$ cat config.mk
export PLATFORM = sky130hd
export DESIGN_NAME = itoa_emit
export DESIGN_NICKNAME = d
export VERILOG_FILES = /design/src/rtl/itoa_pkg.sv /design/src/rtl/itoa_emit.sv
export SDC_FILE = /design/constraint.sdc
export NUM_CORES = 1
export LEC_CHECK = 0
export BUFFER_PORTS_ARGS = -buffer_cell sky130_fd_sc_hd__buf_2
export CAP_MARGIN = 10
export CELL_PAD_IN_SITES_DETAIL_PLACEMENT = 2
export CELL_PAD_IN_SITES_GLOBAL_PLACEMENT = 2
export CORE_MARGIN = 2
export CORE_UTILIZATION = 40
export DETAILED_ROUTE_END_ITERATION = 7
export GPL_ROUTABILITY_DRIVEN = 1
export PLACE_DENSITY_LB_ADDON = 0.1
export SLEW_MARGIN = 0
export SYNTH_ARGS = -nofsm -noshare
export SYNTH_HDL_FRONTEND = slang
export SYNTH_SLANG_ARGS = --single-unit
$ cat constraint.sdc
create_clock -name aclk -period 18.7 [get_ports aclk]
set_clock_uncertainty 0.1 [all_clocks]
set_input_delay 5.61 -clock aclk [delete_from_list [all_inputs] [get_ports aclk]]
set_output_delay 5.61 -clock aclk [all_outputs]
set_load 0.03 [all_outputs]
$ cat src/rtl/itoa_pkg.sv
// ----------------------------------------------------------------------------
// itoa_pkg
// shared types, command codes and character constants for the integer to ascii formatter
// ----------------------------------------------------------------------------
package itoa_pkg;

    localparam logic [1:0] CMD_UDEC = 2'd0;
    localparam logic [1:0] CMD_SDEC = 2'd1;
    localparam logic [1:0] CMD_HEXL = 2'd2;
    localparam logic [1:0] CMD_HEXU = 2'd3;

    localparam logic [7:0] CH_ZERO  = 8'h30;
    localparam logic [7:0] CH_UA    = 8'h41;
    localparam logic [7:0] CH_LA    = 8'h61;
    localparam logic [7:0] CH_SPACE = 8'h20;
    localparam logic [7:0] CH_MINUS = 8'h2d;

    localparam int TEXT_BUF = 24;
    localparam int DIG_W    = 5;
    localparam int LEN_W    = 7;

    typedef struct packed {
        logic [LEN_W-1:0] pad;
        logic             neg;
        logic [DIG_W-1:0] nd;
        logic             zpad;
    } fmt_info_t;

endpackage

$ cat src/rtl/itoa_emit.sv
// ----------------------------------------------------------------------------
// itoa_emit
// character sequencer: pad, sign, then digits most significant first
// ----------------------------------------------------------------------------
module itoa_emit
    import itoa_pkg::*;
(
    input  logic                  aclk,
    input  logic                  aresetn,
    input  logic                  in_valid,
    output logic                  in_ready,
    input  logic [TEXT_BUF*8-1:0] in_digits,
    input  fmt_info_t             in_info,
    output logic                  out_valid,
    input  logic                  out_ready,
    output logic [7:0]            out_ch,
    output logic                  out_last
);

    localparam logic [1:0] ST_IDLE = 2'd0;
    localparam logic [1:0] ST_PAD  = 2'd1;
    localparam logic [1:0] ST_SIGN = 2'd2;
    localparam logic [1:0] ST_DIG  = 2'd3;

    logic [1:0]            state_reg, state_next;
    logic [TEXT_BUF*8-1:0] dg_reg;
    fmt_info_t             info_reg;
    logic [LEN_W-1:0]      cnt_reg, cnt_next;
    logic [DIG_W-1:0]      idx_reg, idx_next;
    logic                  ov_reg;
    logic [7:0]            och_reg;
    logic                  olast_reg;
    logic                  emit;
    logic [7:0]            ch;
    logic                  lst;
    logic                  can;

    assign can      = !ov_reg || out_ready;
    assign in_ready = (state_reg == ST_IDLE);
    assign emit     = (state_reg != ST_IDLE) && can;

    always_comb begin
        state_next = state_reg;
        cnt_next   = cnt_reg;
        idx_next   = idx_reg;
        ch         = CH_SPACE;
        lst        = 1'b0;
        case (state_reg)
            ST_IDLE: begin
                if (in_valid) begin
                    cnt_next = in_info.pad;
                    idx_next = in_info.nd - 1'b1;
                    if (in_info.pad != '0) begin
                        state_next = ST_PAD;
                    end else if (in_info.neg) begin
                        state_next = ST_SIGN;
                    end else begin
                        state_next = ST_DIG;
                    end
                end
            end
            ST_PAD: begin
                ch = info_reg.zpad ? CH_ZERO : CH_SPACE;
                if (can) begin
                    cnt_next = cnt_reg - 1'b1;
                    if (cnt_reg == LEN_W'(1)) begin
                        state_next = info_reg.neg ? ST_SIGN : ST_DIG;
                    end
                end
            end
            ST_SIGN: begin
                ch = CH_MINUS;
                if (can) begin
                    state_next = ST_DIG;
                end
            end
            ST_DIG: begin
                ch  = dg_reg[idx_reg*8 +: 8];
                lst = (idx_reg == '0);
                if (can) begin
                    idx_next = idx_reg - 1'b1;
                    if (lst) begin
                        state_next = ST_IDLE;
                    end
                end
            end
            default: state_next = ST_IDLE;
        endcase
    end

    always_ff @(posedge aclk) begin
        if (!aresetn) begin
            state_reg <= ST_IDLE;
            ov_reg    <= 1'b0;
        end else begin
            state_reg <= state_next;
            if (emit) begin
                ov_reg <= 1'b1;
            end else if (out_ready) begin
                ov_reg <= 1'b0;
            end
        end
        cnt_reg <= cnt_next;
        idx_reg <= idx_next;
        if (in_ready && in_valid) begin
            dg_reg   <= in_digits;
            info_reg <= in_info;
        end
        if (emit) begin
            och_reg   <= ch;
            olast_reg <= lst;
        end
    end

    assign out_valid = ov_reg;
    assign out_ch    = och_reg;
    assign out_last  = olast_reg;

endmodule

# --- After elaboration in Yosys (flattened, before gate mapping) ---
# Cells that the tools add are included.
# W data, S select, Z words.
totals:
  inputBits: 210
  out_inout_bits: 11
  wordCells: 57
  ff_bits: 218
classes:
  shifts: 1
  n_reduce_logical: 14
  mux: 20
  n_addsub: 3
  eq_ne: 10
op_table:
  columns: ["operator", "n"]
  rows:
  - ["$shiftx A192 B9 Y8", 1]
  - ["$pmux W8 S3", 1]
  - ["$mux W5", 3]
  - ["$mux W2", 7]
  - ["$mux W7", 2]
  - ["$pmux W7 S2", 1]
  - ["$ne A2 B2 Y1 const B", 6]
  - ["$pmux W5 S2", 1]
  - ["$sub A5 B1 Y5 const B", 2]
  - ["$pmux W2 S4", 1]
  - ["$reduce_bool A2 Y1", 4]
  - ["$eq A7 B1 Y1 const B", 1]
  - ["$reduce_bool A7 Y1", 1]
  - ["$sub A7 B1 Y7 const B", 1]
  - ["$reduce_and A3 Y1", 2]
  - ["$reduce_and A6 Y1", 1]
  - ["$logic_not A5 Y1", 1]
  - ["$eq A2 B2 Y1 const B", 2]
  - ["$mux W1", 4]
  - ["$eq A2 B1 Y1 const B", 1]
  - ["$logic_and A1 B1 Y1", 2]
  - ["$logic_not A2 Y1", 1]
  - ["$logic_not A1 Y1", 1]
  - ["$logic_or A1 B1 Y1", 1]

# --- Depth between registers and ports, before layout ---
# Gate-level depths: netlist of the first run.
depth:
  depth_word: 4
  depth_mapped: 8
  ltp_nobuf: 6

# --- Worst setup path after synthesis of the first run ---
# No wires, ideal clock.
synth_path:
  path_type: "input -> register"
  start: "input in_valid"
  end: "register dg_reg[0] (enable)"
  cell_stages: 1
  path_buffers: 0
  path_slack_ns: 8.035
  setup_time_ns: 0.577
  required_ns: 18.023
  arrival_ns: 9.988
  cell_sequence: "and2_1"
synth_between:
  elab_chain_len: 1
synth_lines:
  columns: ["element", "line_no", "source"]
  rows:
  - ["start, declared", "itoa_emit.sv:10", "input logic in_valid,"]
  - ["$logic_and A1 B1 Y1", "itoa_emit.sv:105", "if (in_ready && in_valid) begin"]
  - ["end signal, assigned", "itoa_emit.sv:106", "dg_reg <= in_digits;"]
  - ["end, declared", "itoa_emit.sv:26", "logic [TEXT_BUF*8-1:0] dg_reg;"]
# No other way between the ends.
# A chain may end at the register's enable or synchronous reset.

# --- Worst setup path in the final report of the first run ---
layout_path:
  start: "register state_reg[0]"
  end: "output in_ready"
layout_between:
  elab_chain_len: 1
layout_lines:
  columns: ["element", "line_no", "source"]
  rows:
  - ["start, declared", "itoa_emit.sv:25", "logic [1:0] state_reg, state_next;"]
  - ["start signal, assigned", "itoa_emit.sv:96", "state_reg <= state_next;"]
  - ["$logic_not A2 Y1", "itoa_emit.sv:39", "assign in_ready = (state_reg == ST_IDLE);"]
  - ["end, declared", "itoa_emit.sv:11", "output logic in_ready,"]
# No other way between the ends.

==> results.yml, run 1 <==
worst_setup_path:
  crit_path_max_fanout: 13
  reg2reg_slack_ps: 15570
  crit_path_end_kind: "primary output"
  cp.arrival_ps: 1760
  cp-start-kind: "register"
  rr_startpoint: "state_reg[0]"
  critPathKind: "register to primary output"
  reg2reg_to: "dg_reg[86]"
  reg2reg_depth: 4
  slowest_stage: "ha_1"
  critical_path.max_stage_delay_ps: 460
  worst_ep_required_time_ps: 12990
  crit_path_cell_trace: "inv_1 -> ha_1 -> buf_2"
timing:
  max_freq_ghz: 0.134
  worstMarginPinSlew_ps: 1230
  period_needed_ps: 7470
  report.final.slew_viol_count: 0
  grt_setup_unrepaired: "false"
  setup_tns_ps: 0
  relSlewSlack: 0.175
  finalSetupViolations: 0
  timing.final.crit_share: 0.399
  hold_viol: 0
  final.setup.worst_slack_ps: 11230
yosys:
  synth_edf_count: 215
  synth_common_cells: "215 x edfxtp_1, 91 x mux2i_1, 30 x a22oi_1, 21 x nand2_1, 18 x a21oi_1"
  ys_warn_count: 0
  ys_types: 45
  synth_ff_type: "edfxtp_1"
  async_flop_share: 0
  synthDominantCellAreaShare: 0.722
  syn-cell-area_sq_um: 8950
  ys_seq_area_frac: 0.728
  syn-instance-count: 532
  avgSynthCellArea_sq_um: 16.8
  ys_ff_latch: 218
  yosys.area.top_type: "edfxtp_1"
  yosysMostFrequentCell: "edfxtp_1"
  synth_nets: 749
  synth_area_leaders: "edfxtp_1 72%, mux2i_1 10%, a22oi_1 2.5%, mux4_2 1.5%, a21oi_1 1.0%"
place:
  place_congestion: 0.730
  place_area_sq_um: 10300
  place.port_buffers: 220
  preCtsSetupSlack_ps: 10860
  dp_hpwl_microns: 17900
global_routing:
  grt_antenna_before_repair: 4
  first_global_vias: 6400
  grt_pass1_wl_microns: 37700
  overflow: 0
  track_usage: 0.211
  grt_max_degree: 69
routing:
  drc: 0
  via_count: 5551
  drt_wl_total_microns: 25100
  met3_length_microns: 1210
  ant_nets: 0
  wl_per_cell_microns: 23.7
  met2_length_microns: 13300
  first_iter_violations: 220
  via_per_inst: 5.24
  routed.top_layer: "met5"
  wl_met1_microns: 10100
  drt_pass1_iterations: 4
cts:
  htreeDepth: 1
  cts_inserted_buffers: 24
  cts_sinks: 218
  cts.clk_slew.worst_paths_ps: 60
  worstSkewPairLatency_ps: 520
  holdBufCountCts: 0
  cts_root_buf: "clkbuf_16"
  cts_buffer_depth: 3
  cts_tree: "yes"
  cts_resized: 0
  postCtsSetupRepairBufs: 0
floorplan:
  die_y_microns: 154
  die_width_microns: 154
  core_sq_um: 21900
  start_util: 0.409
  die_area_sq_um: 23600
  rows: 54
  boundaryPins: 221
pwr:
  power_w: 0.00175
  power_density_nw_per_um2: 159
  peakVddDrop_mv: 0.0882
  leakage_nw: 4.27
layout:
  largest_reg_flops: 192
  drive_gt1_frac: 0.352
  syn_to_final_growth_pct: 23.1
  post-route-util: 0.503
  fin_nets: 976
  design_area_sq_um: 11000
worst_hold_path:
  hold_class: "register to register"
  worstHoldStart: "state_reg[0]"
  hold_path_depth: 2
  min_to: "state_reg[0]"
flow_run:
  maxCapViolCount: 0
run_status:
  outcome: "finished, final reports clean"
## worst max-delay path by stage
| stage | startpoint | endpoint |
|---|---|---|
| detailed placement | in_valid | dg_reg[95] |
| finish | state_reg[0] | in_ready |
| CTS | state_reg[0] | in_ready |
| global placement | in_valid | dg_reg[86] |
| floorplan | in_valid | dg_reg[0] |
| global route | state_reg[0] | in_ready |
## placed cells by master (no fill, tap or decap), types with 3 or more instances in the layout
cell type	synthesis	routed
buf_4	5	5
xnor2_1	5	5
a31oi_1	7	7
clkbuf_16	0	24
nor3_1	5	5
buf_2	6	220
clkinv_1	0	8
diode_2	0	3
mux4_2	6	6
xor2_1	4	4
nand2_1	21	21
a41oi_1	3	3
nor2_1	15	15
nand2b_1	3	3
mux2_2	3	3
edfxtp_1	215	215
inv_1	9	9
nand4_1	4	4
nor2b_1	12	12
mux2i_1	91	91
a211oi_1	3	3
dfxtp_1	3	3
a21oi_1	18	18
and2_1	5	4
nand3_1	17	17
a22oi_1	30	30
clkbuf_1	5	7
ha_1	7	7
## per-layer routing
layer	global-route usage	up-vias
met1	0.258	2805
met3	0.0378	35
li1	-	2545
met2	0.390	164
met4	0.0481	2
met5	0	-
## per-stage QoR
| stage | cells | hold slack (ps) |
|---|---|---|
| after floorplan | 532 | 403 |
| after global placement | 1012 | 432 |
| after detailed placement | 1012 | 480 |
| after CTS | 1055 | 495 |
| after global routing | 1058 | 527 |
| final | 1059 | 496 |
## layout make-up
cell class	count	area, sq um
Fill cell	2071	10900
Sequential cell	218	6520
Multi-Input combinational cell	280	2210
Timing Repair Buffer	226	1150
Clock buffer	31	627
Tap cell	280	350
Clock inverter	12	111
Inverter	9	33.8
Antenna cell	3	7.51
## report_power, final
part	switching (W)	internal, W
Sequential	0.0000588	0.000710
Clock	0.000186	0.000263
Combinational	0.000342	0.000186
Total	0.000587	0.00116
## cells by family (layout without fill, tap and decap cells)
kind of cell	count (synthesis)	in the layout	synth area share
and+or+nand+nor	95	95	0.0551
xor gates and xnor gates	9	9	0.00881
muxes	100	100	0.121
adders and majority gates	7	7	0.00979
AOI/OAI and AO/OA	69	69	0.0527
DFF	218	218	0.728
buffers and inverters	34	278	0.0245
other	0	3	0
## critical path, delay by kind of cell (launching register included)
family	cells	cell delay, ps
fa+ha+maj	1	460
buf+inv	2	420
flops	1	370
Power figures use the tool's default switching activity.
==> run 2, diff against run 1 <==
--- a/config.mk
+++ b/config.mk
@@ -10,7 +10,7 @@
 export CELL_PAD_IN_SITES_DETAIL_PLACEMENT = 2
 export CELL_PAD_IN_SITES_GLOBAL_PLACEMENT = 2
 export CORE_MARGIN = 2
-export CORE_UTILIZATION = 40
+export CORE_UTILIZATION = 37
 export DETAILED_ROUTE_END_ITERATION = 7
 export GPL_ROUTABILITY_DRIVEN = 1
 export PLACE_DENSITY_LB_ADDON = 0.1
==> constraint.sdc (replaced) <==
create_clock -name aclk -period 7 [get_ports aclk]
set_clock_uncertainty 0.1 [all_clocks]
set_input_delay 2.1 -clock aclk [delete_from_list [all_inputs] [get_ports aclk]]
set_output_delay 2.1 -clock aclk [all_outputs]
set_load 0.03 [all_outputs]
==> results.yml, run 2 (same netlist as run 1, synthesis figures left out) <==
layout:
  largest_reg_flops: 192
  fin_nets: 976
  final_common_cell: "buf_2"
  drive_gt1_frac: 0.354
  instances_no_fill: 1092
  syn_to_final_growth_pct: 23.5
  final_cell_mix: "220 x buf_2, 215 x edfxtp_1, 91 x mux2i_1, 30 x a22oi_1, 25 x clkbuf_16"
  design_area_sq_um: 11000
routing:
  drt_wl_total_microns: 23700
  via_count: 5499
  ant_nets: 0
  drc: 0
  via_per_inst: 5.04
  first_iter_violations: 303
  drt_pass1_iterations: 4
  wl_per_cell_microns: 21.7
place:
  place_congestion: 0.742
  dp_hpwl_microns: 17300
  place.port_buffers: 220
  place_area_sq_um: 10300
  place_inst: 1051
timing:
  relSlewSlack: 0.270
  worstMarginPinSlew_ps: 1090
  grt_setup_unrepaired: "false"
  hold_viol: 0
  report.final.slew_viol_count: 0
  max_freq_ghz: 0.251
  finalSetupViolations: 0
  period_needed_ps: 3980
  setup_tns_ps: 0
  timing.final.crit_share: 0.569
floorplan:
  start_util: 0.379
  core_sq_um: 23600
  die_width_microns: 159
  rows: 56
  die_y_microns: 159
  boundaryPins: 221
  die_area_sq_um: 25400
global_routing:
  first_global_vias: 6185
  grt_max_degree: 75
  grt_antenna_before_repair: 2
  grt_pass1_wl_microns: 36000
  track_usage: 0.186
  overflow: 0
worst_hold_path:
  hold_class: "register to register"
  hold_path_depth: 2
cts:
  cts_root_buf: "clkbuf_16"
  cts_sinks: 218
  postCtsSetupRepairBufs: 0
  cts_resized: 0
  worstSkewPairLatency_ps: 540
  cts_inserted_buffers: 25
  htreeDepth: 1
  cts.clk_slew.worst_paths_ps: 60
  cts_tree: "yes"
  cts_buffer_depth: 3
  holdBufCountCts: 0
pwr:
  power_density_nw_per_um2: 418
  peakVddDrop_mv: 0.237
  power_w: 0.00462
  leakage_nw: 4.27
worst_setup_path:
  reg2reg_depth: 4
  worst_ep_required_time_ps: 4800
  cp.arrival_ps: 1780
  crit_path_end_kind: "primary output"
  critPathKind: "register to primary output"
  critical_path.max_stage_delay_ps: 460
  cp-start-kind: "register"
  crit_path_cell_trace: "inv_1 -> ha_1 -> buf_2"
  slowest_stage: "ha_1"
  crit_path_max_fanout: 13
flow_run:
  maxCapViolCount: 0
run_status:
  outcome: "finished, final reports clean"
run 2: cell types whose count changed in the layout (fill, tap and decap cells not counted), sizes merged:
cell and change:
buf -1, diode -2, clkinvlp +1, clkinv -5, bufinv -1, inv +2
run 2: metal layers:
layer / up-vias / share of wire / global-route usage
li1: 2546 / - / -
met1: 2748 / 0.42 / 0.235
met2: 163 / 0.51 / 0.328
met3: 38 / 0.048 / 0.0378
met4: 4 / 0.021 / 0.0463
met5: - / 0.00088 / 0
run 2: final timing paths:
| check | endpoint | start | slack [ps] |
|---|---|---|---|
| setup reg to reg | dg_reg[0] | state_reg[0] | 3930 |
| hold reg to reg | state_reg[0] | state_reg[0] | 490 |
| hold / removal | state_reg[0] | state_reg[0] | 490 |
| setup / recovery | in_ready | state_reg[0] | 3020 |
run 2: stage by stage:
step	util	hold WS, ps	setup WS (ps)
after floorplan	-	403	1960
after global placement	0.437	435	2890
after detailed placement	0.437	477	2770
after CTS	0.468	494	3000
after global routing	0.468	518	2920
final	0.468	491	3020
run 2: worst max-delay path: cells and delay by family (launching register included):
family / cells / cell delay (ps)
buffers and inverters: 2 / 420
adders and majority gates: 1 / 460
DFF: 1 / 370
run 2: final cells by class:
cell class	count	area (sq um)
Antenna cell	1	2.50
Clock buffer	31	648
Clock inverter	9	85.1
Fill cell	2311	12600
Inverter	9	33.8
Multi-Input combinational cell	280	2210
Sequential cell	218	6520
Tap cell	319	399
Timing Repair Buffer	225	1150
run 2: where the power goes:
group / internal (W) / leakage (nW) / switching (W)
logic: 0.000497 / 1.84 / 0.000901
clock network: 0.000690 / 0.352 / 0.000499
registers: 0.00189 / 2.07 / 0.000141
==> run 3, diff against run 2 <==
--- a/config.mk
+++ b/config.mk
@@ -5,12 +5,13 @@
 export SDC_FILE = /design/constraint.sdc
 export NUM_CORES = 1
 export LEC_CHECK = 0
+export ABC_AREA = 1
 export BUFFER_PORTS_ARGS = -buffer_cell sky130_fd_sc_hd__buf_2
 export CAP_MARGIN = 10
 export CELL_PAD_IN_SITES_DETAIL_PLACEMENT = 2
 export CELL_PAD_IN_SITES_GLOBAL_PLACEMENT = 2
 export CORE_MARGIN = 2
-export CORE_UTILIZATION = 37
+export CORE_UTILIZATION = 31
 export DETAILED_ROUTE_END_ITERATION = 7
 export GPL_ROUTABILITY_DRIVEN = 1
 export PLACE_DENSITY_LB_ADDON = 0.1
==> constraint.sdc (replaced) <==
create_clock -name aclk -period 3.25 [get_ports aclk]
set_clock_uncertainty 0.1 [all_clocks]
set_input_delay 0.975 -clock aclk [delete_from_list [all_inputs] [get_ports aclk]]
set_output_delay 0.975 -clock aclk [all_outputs]
set_load 0.03 [all_outputs]
==> results.yml, run 3 <==
pwr:
  peakVddDrop_mv: 0.401
  p_int_w: 0.00648
  power_density_nw_per_um2: 851
  power_w: 0.00992
  p_clk_frac: 0.279
  pwr-share-seq: 0.436
  leakage_nw: 4.95
  comb_power_share: 0.284
  power_switching_share: 0.346
  switchingPower_w: 0.00344
yosys:
  synth_nets: 1065
  synthDominantCellAreaShare: 0.688
  avgSynthCellArea_sq_um: 11.1
  ys_ff_latch: 218
  synth_common_cells: "215 x edfxtp_1, 215 x nand2_1, 97 x inv_1, 88 x nor2_1, 79 x nand3_1"
  ys_warn_count: 0
  syn-cell-area_sq_um: 9390
  syn-instance-count: 848
  synth_ff_type: "edfxtp_1"
  yosys.area.top_type: "edfxtp_1"
  async_flop_share: 0
  ys_types: 31
  synth_area_leaders: "edfxtp_1 69%, nand2_1 8.6%, nand3_1 4.2%, inv_1 3.9%, nor2_1 3.5%"
  synth_edf_count: 215
  ys_seq_area_frac: 0.694
timing:
  worstMarginPinSlew_ps: 761
  hold_slack_ps: 445
  timing.final.crit_share: 0.867
  max_freq_ghz: 0.355
  relSlewSlack: 0.491
  grt_setup_unrepaired: "false"
  period_needed_ps: 2820
  hold_viol: 0
  finalSetupViolations: 0
  report.final.slew_viol_count: 0
worst_hold_path:
  hold_class: "register to register"
  min_to: "state_reg[0]"
  worstHoldStart: "state_reg[0]"
  hold_path_depth: 2
worst_setup_path:
  crit_path_end_kind: "primary output"
  critPathKind: "register to primary output"
  critical_path.max_stage_delay_ps: 430
  cp.arrival_ps: 1740
  reg2reg_depth: 7
  crit_family: "adder cells"
  reg2reg_slack_ps: 920
  rr_startpoint: "idx_reg[0]"
  reg2reg_to: "idx_reg[4]"
  crit_path_cell_trace: "inv_1 -> ha_1 -> buf_2"
  crit_path_max_fanout: 7
  slowest_stage: "ha_1"
  cp-start-kind: "register"
  worst_ep_required_time_ps: 2170
  path_buf_inv: 2
cts:
  cts_tree: "yes"
  cts_root_buf: "clkbuf_16"
  holdBufCountCts: 0
  cts_inserted_buffers: 26
  cts_sinks: 218
  postCtsSetupRepairBufs: 0
  cts.clk_slew.worst_paths_ps: 70
  cts_resized: 0
  worstSkewPairLatency_ps: 550
  htreeDepth: 1
  cts_buffer_depth: 3
routing:
  via_count: 6830
  drt_wl_total_microns: 28200
  drc: 0
  wl_met1_microns: 12500
  first_iter_violations: 294
  via_per_inst: 4.61
  routed.top_layer: "met5"
  met3_length_microns: 1400
  met2_length_microns: 13500
  wl_per_cell_microns: 19.1
  drt_pass1_iterations: 4
  ant_nets: 0
layout:
  regArea_sq_um: 6520
  fin_nets: 1288
  multiInputGateArea_sq_um: 2230
  final_cell_mix: "220 x buf_2, 215 x edfxtp_1, 214 x nand2_1, 96 x inv_1, 88 x nor2_1"
  fillerInstances: 3230
  syn_to_final_growth_pct: 24.1
  num_antenna_cells: 0
  drive_gt1_frac: 0.250
  largest_reg_flops: 192
  final_common_cell: "buf_2"
  post-route-util: 0.392
global_routing:
  track_usage: 0.181
  grt_pass1_wl_microns: 43200
  first_global_vias: 7523
  overflow: 0
  grt_max_degree: 100
  grt_antenna_before_repair: 6
floorplan:
  boundaryPins: 221
  die_area_sq_um: 31700
  rows: 63
  die_y_microns: 178
  core_sq_um: 29700
  start_util: 0.316
  die_width_microns: 178
place:
  place.port_buffers: 220
  dp_hpwl_microns: 20000
  place_congestion: 0.750
flow_run:
  maxCapViolCount: 0
run_status:
  outcome: "finished, final reports clean"
## run 3: changes by cell type in the layout (fill, tap and decap cells not counted), moves of 7 or more
cell,change
nand2_1,+193
nand3_1,+62
a22oi_1,-30
o211ai_1,+11
inv_1,+87
nor2_1,+73
a21oi_1,-10
nor2b_1,-12
o21ai_1,+19
o22ai_1,+7
mux2i_1,-91
o21ai_0,+41
## run 3: layout make-up
| type | count | share of cell area |
|---|---|---|
| clock buffer | 34 | 0.0584 |
| inverter | 100 | 0.0336 |
| timing repair buffer | 233 | 0.106 |
| tap | 390 | 0.0419 |
| sequential | 218 | 0.559 |
| multi-input combinational | 492 | 0.191 |
| clock inverter | 13 | 0.00998 |
## run 3: logic make-up (layout without fill, tap and decap cells)
group,after synthesis,in the layout,synth area share
xor+xnor,4,4,0.00373
simple gates,390,390,0.168
compound gates,91,91,0.0538
buf+inv,138,380,0.0708
flops,218,218,0.694
fa+ha+maj,7,7,0.00933
## run 3: metal layers
metal  GRT usage  up-vias
met3      0.0362       47
li1            -     3305
met4      0.0447       12
met2       0.306      168
met1       0.238     3298
met5           0        -
## run 3: worst max path at each step
stage / from / endpoint / cells after the start
2_1_floorplan: in_valid / idx_reg[0] / 4
4_1_cts: state_reg[1] / in_ready / 3
3_3_place_gp: in_valid / dg_reg[60] / 4
6_report: state_reg[1] / in_ready / 3
3_5_place_dp: idx_reg[0] / idx_reg[4] / 7
5_1_grt: state_reg[0] / in_ready / 3
## run 3: worst min-delay path, delay by kind of cell, from the launching register on
| kind | cells | cell delay (ps) |
|---|---|---|
| flip-flops | 1 | 360 |
| AO/OA/AOI/OAI | 1 | 60 |
| AND/OR/NAND/NOR | 1 | 90 |
## run 3: stage by stage
step           std cells  setup WS, ps  setup TNS [ps]  area, sq um
6_report            1480           432               0        11700
3_3_place_gp        1433           937               0        10900
4_1_cts             1480           388               0        11700
2_1_floorplan        848         -1290         -231600         9410
5_1_grt             1480           364               0        11700
3_5_place_dp        1433           859               0        10900
## run 3: power by group through the flow
stage                     clock (W)  combinational (W)  sequential, W
after floorplan                   0            0.00185        0.00445
after global placement            0            0.00285        0.00438
after detailed placement          0            0.00290        0.00440
after CTS                   0.00286            0.00292        0.00435
after global routing        0.00297            0.00322        0.00441
final                       0.00277            0.00282        0.00433
