`config.mk`:
```
export PLATFORM = sky130hd
export DESIGN_NAME = itoa_prep
export DESIGN_NICKNAME = d
export VERILOG_FILES = /design/src/rtl/itoa_pkg.sv /design/src/rtl/itoa_prep.sv
export SDC_FILE = /design/constraint.sdc
export NUM_CORES = 1
export LEC_CHECK = 0
export ABC_AREA = 1
export BUFFER_PORTS_ARGS = -buffer_cell sky130_fd_sc_hd__buf_4
export CAP_MARGIN = 20
export CELL_PAD_IN_SITES_DETAIL_PLACEMENT = 1
export CELL_PAD_IN_SITES_GLOBAL_PLACEMENT = 2
export CORE_ASPECT_RATIO = 1.2
export CORE_MARGIN = 5
export CORE_UTILIZATION = 29
export CTS_BUF_LIST = sky130_fd_sc_hd__clkbuf_8
export CTS_CLUSTER_DIAMETER = 40
export DETAILED_ROUTE_END_ITERATION = 8
export PLACE_DENSITY_LB_ADDON = 0.1
export RECOVER_POWER = 25
export SYNTH_ARGS = -nofsm -noshare
export SYNTH_HDL_FRONTEND = slang
export SYNTH_SLANG_ARGS = --single-unit
```
`constraint.sdc`:
```
create_clock -name aclk -period 4 [get_ports aclk]
set_input_delay 0.4 -clock aclk [delete_from_list [all_inputs] [get_ports aclk]]
set_output_delay 0.4 -clock aclk [all_outputs]
set_load 0.05 [all_outputs]
```
`src/rtl/itoa_pkg.sv`:
```
// ----------------------------------------------------------------------------
// itoa_pkg
// shared types, command codes and character constants for the integer to ascii formatter
// ----------------------------------------------------------------------------
package itoa_pkg;

    localparam logic [1:0] CMD_UDEC = 2'd0;
    localparam logic [1:0] CMD_SDEC = 2'd1;
    localparam logic [1:0] CMD_HEXL = 2'd2;
    localparam logic [1:0] CMD_HEXU = 2'd3;

    localparam logic [7:0] CH_ZERO  = 8'h30;
    localparam logic [7:0] CH_UA    = 8'h41;
    localparam logic [7:0] CH_LA    = 8'h61;
    localparam logic [7:0] CH_SPACE = 8'h20;
    localparam logic [7:0] CH_MINUS = 8'h2d;

    localparam int TEXT_BUF = 24;
    localparam int DIG_W    = 5;
    localparam int LEN_W    = 7;

    typedef struct packed {
        logic [LEN_W-1:0] pad;
        logic             neg;
        logic [DIG_W-1:0] nd;
        logic             zpad;
    } fmt_info_t;

endpackage

```
`src/rtl/itoa_prep.sv`:
```
// ----------------------------------------------------------------------------
// itoa_prep
// front stage: sign handling and magnitude
// ----------------------------------------------------------------------------
module itoa_prep
    import itoa_pkg::*;
#(
    parameter int VALUE_BITS = 32
) (
    input  logic                  aclk,
    input  logic                  aresetn,
    input  logic                  in_valid,
    output logic                  in_ready,
    input  logic [1:0]            in_cmd,
    input  logic [VALUE_BITS-1:0] in_value,
    input  logic [5:0]            in_width,
    input  logic                  in_zpad,
    output logic                  out_valid,
    input  logic                  out_ready,
    output logic [1:0]            out_cmd,
    output logic [VALUE_BITS-1:0] out_mag,
    output logic                  out_neg,
    output logic [5:0]            out_width,
    output logic                  out_zpad
);

    logic                  valid_reg;
    logic [1:0]            cmd_reg;
    logic [VALUE_BITS-1:0] mag_reg;
    logic                  neg_reg;
    logic [5:0]            width_reg;
    logic                  zpad_reg;
    logic                  neg_next;

    assign in_ready = !valid_reg || out_ready;
    assign neg_next = (in_cmd == CMD_SDEC) && in_value[VALUE_BITS-1];

    always_ff @(posedge aclk) begin
        if (!aresetn) begin
            valid_reg <= 1'b0;
        end else if (in_ready) begin
            valid_reg <= in_valid;
        end
        if (in_ready && in_valid) begin
            cmd_reg   <= in_cmd;
            neg_reg   <= neg_next;
            mag_reg   <= neg_next ? (~in_value + 1'b1) : in_value;
            width_reg <= in_width;
            zpad_reg  <= in_zpad;
        end
    end

    assign out_valid = valid_reg;
    assign out_cmd   = cmd_reg;
    assign out_mag   = mag_reg;
    assign out_neg   = neg_reg;
    assign out_width = width_reg;
    assign out_zpad  = zpad_reg;

endmodule

```
After elaboration in Yosys (flattened, before gate mapping)
Cells that the tools add are included.

Bits in registers: 43. Bits of input ports: 45. Word-level logic and storage cells: 14.

$add $sub $neg: 1. Equal/unequal tests: 1. Multiplexer cells: 1. Bitwise logic cells: 1. Reduce and logical (&&, ||, !) cells: 4.

Operator list (number): 32-bit by 1-bit adder with 32-bit output, second input constant (1); 32-bit two-way mux (1); 32-bit inverter (1); 2-bit by 1-bit == test with 1-bit output, second input constant (1); 1-bit logical AND (2); 1-bit logical NOT (1); 1-bit logical OR (1).

Longest topological paths before layout
Gate-level depths: netlist (run 1).

Depth in word-level cells: 3. Mapped depth: 9. Gate-level depth less buffers: 9.

Least setup slack after synthesis (run 1)
Ideal clock, no wire load.

Path kind: reg-to-reg. Start point: register valid_reg (netlist: out_valid). End point: register cmd_reg[0] (netlist: out_cmd[0]), enable pin. Arrival: 2.639 ns. Data required time: 3.545 ns. Slack: 0.906 ns. Stages on the path, launching flop included: 2. Path buffers: 0. Cell sequence: dfxtp_1 -> a21oi_1.

Cells in the longest elaborated chain, start to end: 3.

RTL lines: start: declaration (line itoa_prep.sv:27) `logic valid_reg;`; start signal: assignment (line itoa_prep.sv:42) `valid_reg <= in_valid;`; 1-bit logical NOT (line itoa_prep.sv:35) `assign in_ready = !valid_reg || out_ready;`; 1-bit logical OR (line itoa_prep.sv:35); 1-bit logical AND (line itoa_prep.sv:44) `if (in_ready && in_valid) begin`; end signal: assignment (line itoa_prep.sv:45) `cmd_reg <= in_cmd;`; end: declaration (line itoa_prep.sv:28) `logic [1:0] cmd_reg;`.

No other way between the ends. A chain may end at the register's enable or synchronous reset.

Worst setup path in the final report (run 1)
Start point: input in_cmd[1]. End point: register mag_reg[21] (netlist: out_mag[21]) (data pin).

Cells in the longest elaborated chain, start to end: 3.

RTL lines: start: declaration (line itoa_prep.sv:14) `input logic [1:0] in_cmd,`; 2-bit by 1-bit == test with 1-bit output (line itoa_prep.sv:36) `assign neg_next = (in_cmd == CMD_SDEC) && in_value[VALUE_BITS-1];`; 1-bit logical AND (line itoa_prep.sv:36); 32-bit two-way mux (line itoa_prep.sv:47) `mag_reg <= neg_next ? (~in_value + 1'b1) : in_value;`; end signal: assignment (line itoa_prep.sv:47); end: declaration (line itoa_prep.sv:29) `logic [VALUE_BITS-1:0] mag_reg;`.

No other way between the ends.

==> impl_metrics.py, run 1 <==
metrics = {
    "run_status": {
        "outcome": "complete, no violations",
    },
    "pwr": {
        "irDropWorstVdd_v": 0.000146,
        "p_comb_share_pct": 27.0,
        "clockPowerShare_pct": 24.6,
        "power_leakage_nw": 1.37,
        "p_sw_share_pct": 34.1,
        "p_sw_mw": 0.385,
        "powerDensity_mw_per_mm2": 358,
        "p_int_mw": 0.746,
        "p_total_mw": 1.13,
        "seqPwrFrac_pct": 48.4,
    },
    "worst_setup_path": {
        "worstPathMaxFanout": 28,
        "cp-end-kind": "flip-flop",
        "cp-startpoint": "in_cmd[1]",
        "r2r_start": "out_valid$_SDFFE_PN0N_",
        "critical_path_arrival_ns": 2.01,
        "critical_path_class": "in -> reg",
        "required_ns": 4.07,
        "worstSetupStartpointType": "primary input",
        "rrSetupSlack_ns": 2.32,
    },
    "clock_tree": {
        "cts_buffer_depth": 2,
        "clock_sinks": 43,
        "clock_latency_ns": 0.30,
        "clockRootBuffer": "clkbuf_8",
        "cts_tree": "built",
        "cts-htree-levels": 2,
        "cts.clk_slew.worst_paths_ns": 0.09,
        "post_cts_buffers": 0,
        "cts_hold_buf": 0,
        "cts_made_buffers": 5,
        "cts_resized": 0,
    },
    "sta": {
        "slew_viol_final": 0,
        "hold_violations": 0,
        "timing.hold.ws_ns": 0.300,
        "fmax_mhz": 514,
        "finalClockSkew_ns": 0.0118,
        "setup_ws_ns": 2.06,
        "period_needed_ns": 1.94,
        "setup_viol": 0,
        "rsz0062_at_grt": "no",
        "slew_headroom_pct": 58.6,
        "fin_tns_setup_ns": 0,
        "tightest_slew_ns": 0.620,
        "timing.final.crit_share_pct": 48.6,
    },
    "floorplanning": {
        "die_y_um": 110,
        "rows": 36,
        "start_util_pct": 29.5,
        "fp.dieArea_mm2": 0.0102,
        "ioPinCount": 89,
        "core_mm2": 0.00811,
        "die_w_um": 92.9,
    },
    "synth": {
        "ys_warn_count": 0,
        "synth_seq_area_share_pct": 53.5,
        "yosys-top-cells-area": "edfxtp_1 (53%), nand2_1 (14%), nor2_1 (7.2%), nor2_4 (3.8%), inv_1 (3.6%)",
        "yosysTopAreaCellShare_pct": 52.7,
        "async_flop_share_pct": 0,
        "syn_nets": 321,
        "synth.largest_area_cell": "edfxtp_1",
        "synth_edf_count": 42,
        "avgSynthCellArea_um2": 8.70,
        "yosysUniqueCellTypes": 22,
        "ys_seq_elements": 43,
        "synth-main-ff-cell": "edfxtp_1",
        "synthCells": 275,
        "syn_area_mm2": 0.00239,
    },
    "min_path": {
        "worstHoldStart": "in_width[5]",
        "min_path_type": "in -> reg",
    },
    "placement": {
        "place_congestion": 0.813,
        "place_hpwl_um": 5940,
        "place_ws_ns": 1.73,
        "post-place-cells": 456,
        "portBuffers": 88,
        "placed_area_mm2": 0.00317,
    },
    "global_route": {
        "grt_pass1_wl_um": 11500,
        "grt_max_degree": 29,
        "gr-total-overflow": 0,
        "grt_usage_pct": 14.7,
        "antenna_found_initial": 0,
        "grt_pass1_vias": 2284,
    },
    "cells_and_area": {
        "fin_cells": 464,
        "nets": 414,
        "final_area_mm2": 0.00316,
        "final_core_util_pct": 39.0,
        "diodes": 0,
        "layout-drive-gt1-share_pct": 25.7,
        "area_delta_synth_final_pct": 32.2,
    },
    "drt": {
        "avgRoutedWirePerCell_um": 15.7,
        "ant_nets": 0,
        "drt_drc_violations_left": 0,
        "drt_first_pass_iters": 4,
        "wl_um": 7270,
        "drtIter0Drc": 60,
        "vias": 2130,
        "viasPerCell": 4.59,
    },
    "flow_run": {
        "max_cap_viol_count": 0,
    },
}
[sequential cells by signal, summed over array words and instances (netlist names)]
name	flops
out_cmd	2
out_mag	32
out_neg	1
out_valid	1
out_width	6
out_zpad	1
[layer usage]
metal | GRT usage (%) | up-vias | part of all wire [%]
met3 | 3.70 | 5 | 6.8
met2 | 27.3 | 62 | 50
li1 | - | 1068 | -
met5 | 0 | - | 0
met4 | 3.46 | 0 | 0.93
met1 | 16.8 | 995 | 42
[path summary, 6_finish.rpt]
kind / to / cells past startpoint
setup / recovery: out_mag[21]$_DFFE_PP_ / 9
setup reg to reg: out_mag[12]$_DFFE_PP_ / 2
hold reg to reg: out_valid$_SDFFE_PN0N_ / 2
hold / removal: out_width[5]$_DFFE_PP_ / 1
[placed cells by master (no fill, tap or decap)]
| cell | count |
|---|---|
| a21boi_0 | 1 |
| a21oi_1 | 1 |
| a21oi_4 | 1 |
| buf_4 | 58 |
| clkbuf_1 | 23 |
| clkbuf_4 | 8 |
| clkbuf_8 | 5 |
| clkinv_2 | 1 |
| clkinvlp_4 | 1 |
| dfxtp_1 | 1 |
| edfxtp_1 | 42 |
| ha_1 | 1 |
| inv_1 | 24 |
| inv_2 | 1 |
| nand2_1 | 91 |
| nand2_2 | 4 |
| nand3_1 | 16 |
| nand3b_1 | 1 |
| nand4_1 | 2 |
| nor2_1 | 46 |
| nor2_2 | 6 |
| nor2_4 | 8 |
| o21ai_0 | 5 |
| o21ai_1 | 5 |
| o21ai_2 | 2 |
| xnor2_1 | 8 |
| xor2_1 | 7 |
[logic make-up after synthesis]
kind of cell,share of synthesized area (%)
AND/OR/NAND/NOR,32.0
flip-flops,53.5
adder cells (fa/ha/maj),0.523
buffers and inverters,4.86
AO/OA/AOI/OAI,3.55
XOR/XNOR,5.49
[Yosys cell counts, types with 4 or more instances]
master	n
nor2_1	46
nor2_2	6
nor2_4	8
xnor2_1	8
o21ai_0	5
nand2_1	91
nand3_1	16
edfxtp_1	42
nand2_2	4
xor2_1	7
o21ai_1	5
inv_1	23
[layout make-up]
| class | instances | area [um^2] |
|---|---|---|
| Inverter | 24 | 90.1 |
| Multi-Input combinational cell | 205 | 1010 |
| Fill cell | 982 | 4940 |
| Tap cell | 95 | 119 |
| Sequential cell | 43 | 1280 |
| Clock inverter | 3 | 16.3 |
| Clock buffer | 5 | 68.8 |
| Timing Repair Buffer | 89 | 582 |
[power by group through the flow]
stage                     Sequential (mW)  Combinational, mW  Clock, mW
after floorplan                     0.675             0.0858          0
after global placement              0.558              0.321          0
after detailed placement            0.559              0.325          0
after CTS                           0.549              0.326      0.295
after global routing                0.551              0.330      0.310
final                               0.547              0.306      0.278
[worst max-delay path, cell delays in order]
cell      delay, ns
clkbuf_4       0.11
inv_1          0.07
nand3_1        0.36
inv_2          0.56
nand2_1        0.17
nand2_1        0.14
nor2_4         0.06
nand3_1        0.07
nand2_1        0.06
Power figures use the tool's default switching activity.
==> run 2: changes to the inputs <==
--- a/config.mk
+++ b/config.mk
@@ -5,14 +5,14 @@
 export SDC_FILE = /design/constraint.sdc
 export NUM_CORES = 1
 export LEC_CHECK = 0
-export ABC_AREA = 1
+export ABC_AREA = 0
 export BUFFER_PORTS_ARGS = -buffer_cell sky130_fd_sc_hd__buf_4
 export CAP_MARGIN = 20
 export CELL_PAD_IN_SITES_DETAIL_PLACEMENT = 1
 export CELL_PAD_IN_SITES_GLOBAL_PLACEMENT = 2
 export CORE_ASPECT_RATIO = 1.2
 export CORE_MARGIN = 5
-export CORE_UTILIZATION = 29
+export CORE_UTILIZATION = 31
 export CTS_BUF_LIST = sky130_fd_sc_hd__clkbuf_8
 export CTS_CLUSTER_DIAMETER = 40
 export DETAILED_ROUTE_END_ITERATION = 8
==> constraint.sdc (replaced) <==
create_clock -name aclk -period 1.95 [get_ports aclk]
set_input_delay 0.195 -clock aclk [delete_from_list [all_inputs] [get_ports aclk]]
set_output_delay 0.195 -clock aclk [all_outputs]
set_load 0.05 [all_outputs]
==> run 2 against run 1 <==
Clock skew decreased by 0.0055 ns. Flip-flop and latch count unchanged. Sequential power increased by 100%. First-iteration DRC count decreased by 15%. Largest power group unchanged.
==> impl_metrics.py, run 2 <==
metrics = {
    "cells_and_area": {
        "area_delta_synth_final_pct": 37.1,
        "diodes": 0,
        "layout_commonest_cell": "buf_4",
        "layout-drive-gt1-share_pct": 39.2,
        "largest_register_ffs": 32,
        "fillers": 745,
        "nets": 290,
        "final_cell_mix": "buf_4 (65), edfxtp_1 (42), xnor2_1 (20), clkbuf_1 (20), nor2_1 (10)",
    },
    "clock_tree": {
        "cts-htree-levels": 2,
        "cts_hold_buf": 0,
        "cts.clk_slew.worst_paths_ns": 0.09,
        "cts_tree": "built",
        "cts_buffer_depth": 2,
        "clock_latency_ns": 0.30,
        "clockRootBuffer": "clkbuf_8",
        "post_cts_buffers": 0,
        "clock_sinks": 43,
        "cts_made_buffers": 5,
        "cts_resized": 0,
    },
    "synth": {
        "avgSynthCellArea_um2": 14.3,
        "synth_seq_area_share_pct": 60.6,
        "async_flop_share_pct": 0,
        "synth_top_family_by_area": "simple AND/OR/NAND/NOR gates",
        "ys_top_cells_by_count": "edfxtp_1 (42), xnor2_1 (20), nor2_1 (10), xor2_1 (9)",
        "synth_edf_count": 42,
        "synth_compound_area_share_pct": 10.2,
        "synth-main-ff-cell": "edfxtp_1",
        "synth.most_common_cell": "edfxtp_1",
        "yosys.area_share.simple_pct": 14.6,
        "synth.largest_area_cell": "edfxtp_1",
        "syn_area_mm2": 0.00212,
        "yosysUniqueCellTypes": 38,
        "ys_warn_count": 0,
        "ys_seq_elements": 43,
        "yosys-top-cells-area": "edfxtp_1 (60%), xnor2_1 (8.3%), xor2_1 (3.7%), o41ai_2 (2.3%), o31ai_1 (2.1%)",
        "syn_nets": 194,
        "yosysTopAreaCellShare_pct": 59.6,
        "yosys-mux-area-fraction_pct": 0,
        "synthCells": 148,
        "synth_xor_area_share_pct": 12.0,
        "synthAdderAreaFrac_pct": 0.591,
    },
    "sta": {
        "fmax_mhz": 619,
        "hold_violations": 0,
        "timing.hold.ws_ns": 0.0903,
        "timing.final.crit_share_pct": 82.8,
        "rsz0062_at_grt": "no",
        "slew_headroom_pct": 47.8,
        "period_needed_ns": 1.61,
        "slew_viol_final": 0,
        "tightest_slew_ns": 0.783,
        "fin_tns_setup_ns": 0,
        "finalClockSkew_ns": 0.00626,
        "setup_viol": 0,
    },
    "floorplanning": {
        "die_w_um": 85.4,
        "core_mm2": 0.00673,
        "ioPinCount": 89,
        "start_util_pct": 31.4,
        "fp.dieArea_mm2": 0.00858,
        "rows": 33,
        "die_y_um": 101,
    },
    "pwr": {
        "p_int_mw": 1.51,
        "irDropWorstVdd_v": 0.000332,
        "p_sw_mw": 0.702,
        "power_leakage_nw": 1.11,
        "seqPwrFrac_pct": 50.4,
        "powerDensity_mw_per_mm2": 763,
        "p_sw_share_pct": 31.7,
        "clockPowerShare_pct": 25.3,
        "p_comb_share_pct": 24.4,
    },
    "flow_run": {
        "max_cap_viol_count": 0,
    },
    "placement": {
        "place_hpwl_um": 4210,
        "place_congestion": 0.738,
        "portBuffers": 88,
    },
    "worst_setup_path": {
        "required_ns": 2.00,
        "worstPathMaxFanout": 17,
        "worstSetupStartpointType": "primary input",
        "critical_path_class": "in -> reg",
        "cp-end-kind": "flip-flop",
        "critical_path_arrival_ns": 1.66,
        "rrSetupSlack_ns": 0.62,
    },
    "drt": {
        "wl_um": 5360,
        "ant_nets": 0,
        "vias": 1554,
        "drt_first_pass_iters": 4,
        "drtIter0Drc": 51,
        "viasPerCell": 4.68,
        "avgRoutedWirePerCell_um": 16.1,
        "drt_drc_violations_left": 0,
    },
    "global_route": {
        "gr-total-overflow": 0,
        "grt_pass1_vias": 1716,
        "grt_max_degree": 43,
        "grt_pass1_wl_um": 8510,
        "grt_usage_pct": 12.7,
        "antenna_found_initial": 0,
    },
    "min_path": {
        "min_path_type": "in -> reg",
    },
    "run_status": {
        "outcome": "complete, no violations",
    },
}
-- run 2: cell type report --
type	instances	area, um^2	area share [%]
flip-flops and latches	43	1280	44.2
multi-input cells	96	787	27.1
well taps	87	109	3.75
repair buffers	92	616	21.2
clock buffers	5	68.8	2.37
inverters	6	22.5	0.777
clock inverters	3	16.3	0.561
-- run 2: final timing paths --
path                           from                     end  cells after the start
max                       in_cmd[1]   out_mag[18]$_DFFE_PP_                      6
min                     in_width[0]  out_width[0]$_DFFE_PP_                      1
max reg2reg  out_valid$_SDFFE_PN0N_   out_mag[18]$_DFFE_PP_                      2
min reg2reg  out_valid$_SDFFE_PN0N_  out_valid$_SDFFE_PN0N_                      2
-- run 2: power by group through the flow --
| stage | Sequential [mW] | Clock [mW] | Combinational [mW] |
|---|---|---|---|
| finish | 1.11 | 0.560 | 0.539 |
| CTS | 1.12 | 0.578 | 0.572 |
| detailed placement | 1.14 | 0 | 0.571 |
| global route | 1.12 | 0.628 | 0.571 |
| global placement | 1.14 | 0 | 0.561 |
| floorplan | 1.36 | 0 | 0.113 |
-- run 2: kinds of logic after synthesis --
kind of cell	count (synthesis)
adders and majority gates	1
DFF	43
xor gates and xnor gates	29
and+or+nand+nor	38
AOI/OAI and AO/OA	28
buffers and inverters	9
-- run 2: worst max-delay path: stages --
cell and delay (ns):
clkbuf_1 0.09, nand3b_1 0.18, inv_1 0.17, clkbuf_1 0.62
o21ai_1 0.22, xnor2_1 0.18
-- run 2: layer usage --
layer	GRT usage (%)	up-vias	share of wire [%]
li1	-	749	-
met1	14.6	746	40
met2	22.7	53	52
met3	3.60	6	6.4
met4	4.51	0	1.2
met5	0	-	0
-- run 2: metrics by stage --
step	instance area (um^2)	total power, mW	util [%]	cells	worst slack, ns
floorplan	2120	1.47	-	148	0.135
global placement	2900	1.70	43.0	324	0.127
detailed placement	2900	1.71	43.0	324	0.0967
CTS	2980	2.27	44.3	332	0.411
global route	2900	2.32	43.1	332	0.157
finish	2900	2.21	43.1	332	0.336
==> run 3: changes to the inputs <==
==> constraint.sdc (replaced) <==
create_clock -name aclk -period 1.5 [get_ports aclk]
set_input_delay 0.15 -clock aclk [delete_from_list [all_inputs] [get_ports aclk]]
set_output_delay 0.15 -clock aclk [all_outputs]
set_load 0.05 [all_outputs]
==> run 3 against run 2 <==
Non-clock buffer count grew 35. Routed wire length grew 4.5%. Setup slack lost 0.24 ns. Clock skew grew 0.0039 ns. Clock-buffer cell count is the same. First-iteration DRC count shrank 31%. Final cell count grew 11%. Hold slack lost 0.042 ns. Critical path type unchanged. Critical endpoint is now out_mag[15]$_DFFE_PP_. Largest power group unchanged.
==> impl_metrics.py, run 3 (synthesis results as in run 2) <==
metrics = {
    "global_route": {
        "grt_max_degree": 22,
        "grt_usage_pct": 13.5,
        "grt_pass1_wl_um": 8940,
        "grt_pass1_vias": 1834,
        "antenna_found_initial": 0,
        "gr-total-overflow": 0,
    },
    "pwr": {
        "irDropWorstVdd_v": 0.000339,
        "power_leakage_nw": 1.30,
        "powerDensity_mw_per_mm2": 912,
    },
    "worst_setup_path": {
        "path_common_cell": "buf_4",
        "worstSetupStartpointType": "primary input",
        "critical_path_class": "in -> reg",
        "required_ns": 1.54,
        "cp_slowest_cell": "o41ai_2",
        "cp-end-kind": "flip-flop",
        "crit_path_max_incr_delay_ns": 0.31,
        "worstPathMaxFanout": 7,
        "rrSetupSlack_ns": 0.14,
        "path_cells": "buf_4 > buf_4 > nor4_2 > nand4_2 > buf_4 > o41ai_2 > xnor2_1",
        "critical_path_arrival_ns": 1.45,
    },
    "placement": {
        "placed_area_mm2": 0.00320,
        "place_hpwl_um": 4510,
        "place_congestion": 0.702,
        "portBuffers": 88,
    },
    "clock_tree": {
        "clockRootBuffer": "clkbuf_8",
        "cts_tree": "built",
        "cts_buffer_depth": 2,
        "clock_latency_ns": 0.30,
        "cts_made_buffers": 5,
        "cts.clk_slew.worst_paths_ns": 0.08,
        "clock_sinks": 43,
        "post_cts_buffers": 0,
        "cts-htree-levels": 2,
    },
    "sta": {
        "tightest_slew_ns": 0.630,
        "period_needed_ns": 1.41,
        "fin_tns_setup_ns": 0,
        "hold_violations": 0,
        "slew_headroom_pct": 58.2,
        "fmax_mhz": 710,
        "setup_viol": 0,
        "finalClockSkew_ns": 0.0101,
        "rsz0062_at_grt": "no",
        "slew_viol_final": 0,
        "timing.final.crit_share_pct": 93.9,
    },
    "floorplanning": {
        "fp.dieArea_mm2": 0.00858,
        "core_mm2": 0.00673,
        "die_y_um": 101,
        "die_w_um": 85.4,
        "rows": 33,
        "ioPinCount": 89,
        "start_util_pct": 31.4,
    },
    "run_status": {
        "outcome": "complete, no violations",
    },
    "drt": {
        "viasPerCell": 4.65,
        "drtIter0Drc": 35,
        "drt_drc_violations_left": 0,
        "ant_nets": 0,
        "drt_first_pass_iters": 4,
        "avgRoutedWirePerCell_um": 15.3,
        "vias": 1705,
        "wl_um": 5600,
    },
    "cells_and_area": {
        "final_area_mm2": 0.00321,
        "nets": 325,
        "layout-drive-gt1-share_pct": 48.9,
        "final_core_util_pct": 47.7,
        "largest_register_ffs": 32,
        "diodes": 0,
        "layout_commonest_cell": "buf_4",
        "fillers": 741,
        "area_delta_synth_final_pct": 51.8,
        "final_cell_mix": "buf_4 (102), edfxtp_1 (42), xnor2_1 (20), clkbuf_1 (16), nor2_1 (10)",
    },
    "min_path": {
        "min_path_type": "in -> reg",
    },
    "flow_run": {
        "max_cap_viol_count": 0,
    },
}
==> run 3: changes by cell type in the layout (fill, tap and decap cells not counted), moves of 2 or more <==
cell      change
nor4_2        +2
clkbuf_1      -4
clkinv_1      +2
nor4_1        -2
buf_4        +37
==> run 3: critical path, delay by kind of cell <==
kind,cells,cell delay (ns)
buffers and inverters,3,0.43
AND/OR/NAND/NOR,2,0.43
AO/OA/AOI/OAI,1,0.31
XOR/XNOR,1,0.12
==> run 3: power by group <==
group	switching, mW	total [mW]	leakage [nW]	internal (mW)
Sequential	0.0234	1.45	0.415	1.43
Combinational	0.493	0.771	0.841	0.278
Clock	0.397	0.708	0.0444	0.311
==> run 3: cell type report <==
type                    count  area, um^2  share of cell area (%)
clock buffers               5        68.8                    2.14
clock inverters             3        11.3                   0.351
inverters                   6        22.5                   0.701
multi-input cells          96         816                    25.4
flip-flops and latches     43        1280                    39.9
well taps                  87         109                    3.39
repair buffers            127         903                    28.1
==> run 3: final timing paths <==
| kind | endpoint | cells past startpoint | startpoint |
|---|---|---|---|
| worst max-delay path | out_mag[15]$_DFFE_PP_ | 7 | in_value[1] |
| worst min-delay path | out_width[1]$_DFFE_PP_ | 1 | in_width[1] |
| worst max register to register | out_width[5]$_DFFE_PP_ | 3 | out_valid$_SDFFE_PN0N_ |
| worst min register to register | out_valid$_SDFFE_PN0N_ | 2 | out_valid$_SDFFE_PN0N_ |
==> run 3: repair_timing <==
| action | 4_1_cts | 5_1_grt |
|---|---|---|
| gates resized for setup | 0 | 2 |
| endpoints found under the hold margin | 0 | 0 |
| setup endpoints to repair | 0 | 2 |
| hold buffers | 0 | 0 |
==> run 3: routing by layer <==
metal  vias to the layer above  GRT usage (%)  part of all wire [%]
li1                        819              -                     -
met1                       822           15.2                    41
met2                        56           24.4                    52
met3                         8           4.01                   6.0
met4                         0           4.02                   1.1
met5                         -              0                     0
==> run 3: per-stage QoR <==
step | setup slack, ns | total power, mW | instances | hold WS [ns]
2_1_floorplan | -0.0388 | 1.92 | 148 | 0.249
3_3_place_gp | -0.198 | 2.28 | 359 | 0.329
3_5_place_dp | -0.245 | 2.29 | 359 | 0.329
4_1_cts | 0.0637 | 3.00 | 367 | 0.0208
5_1_grt | 0.00207 | 3.07 | 367 | 0.0317
6_report | 0.0913 | 2.93 | 367 | 0.0486
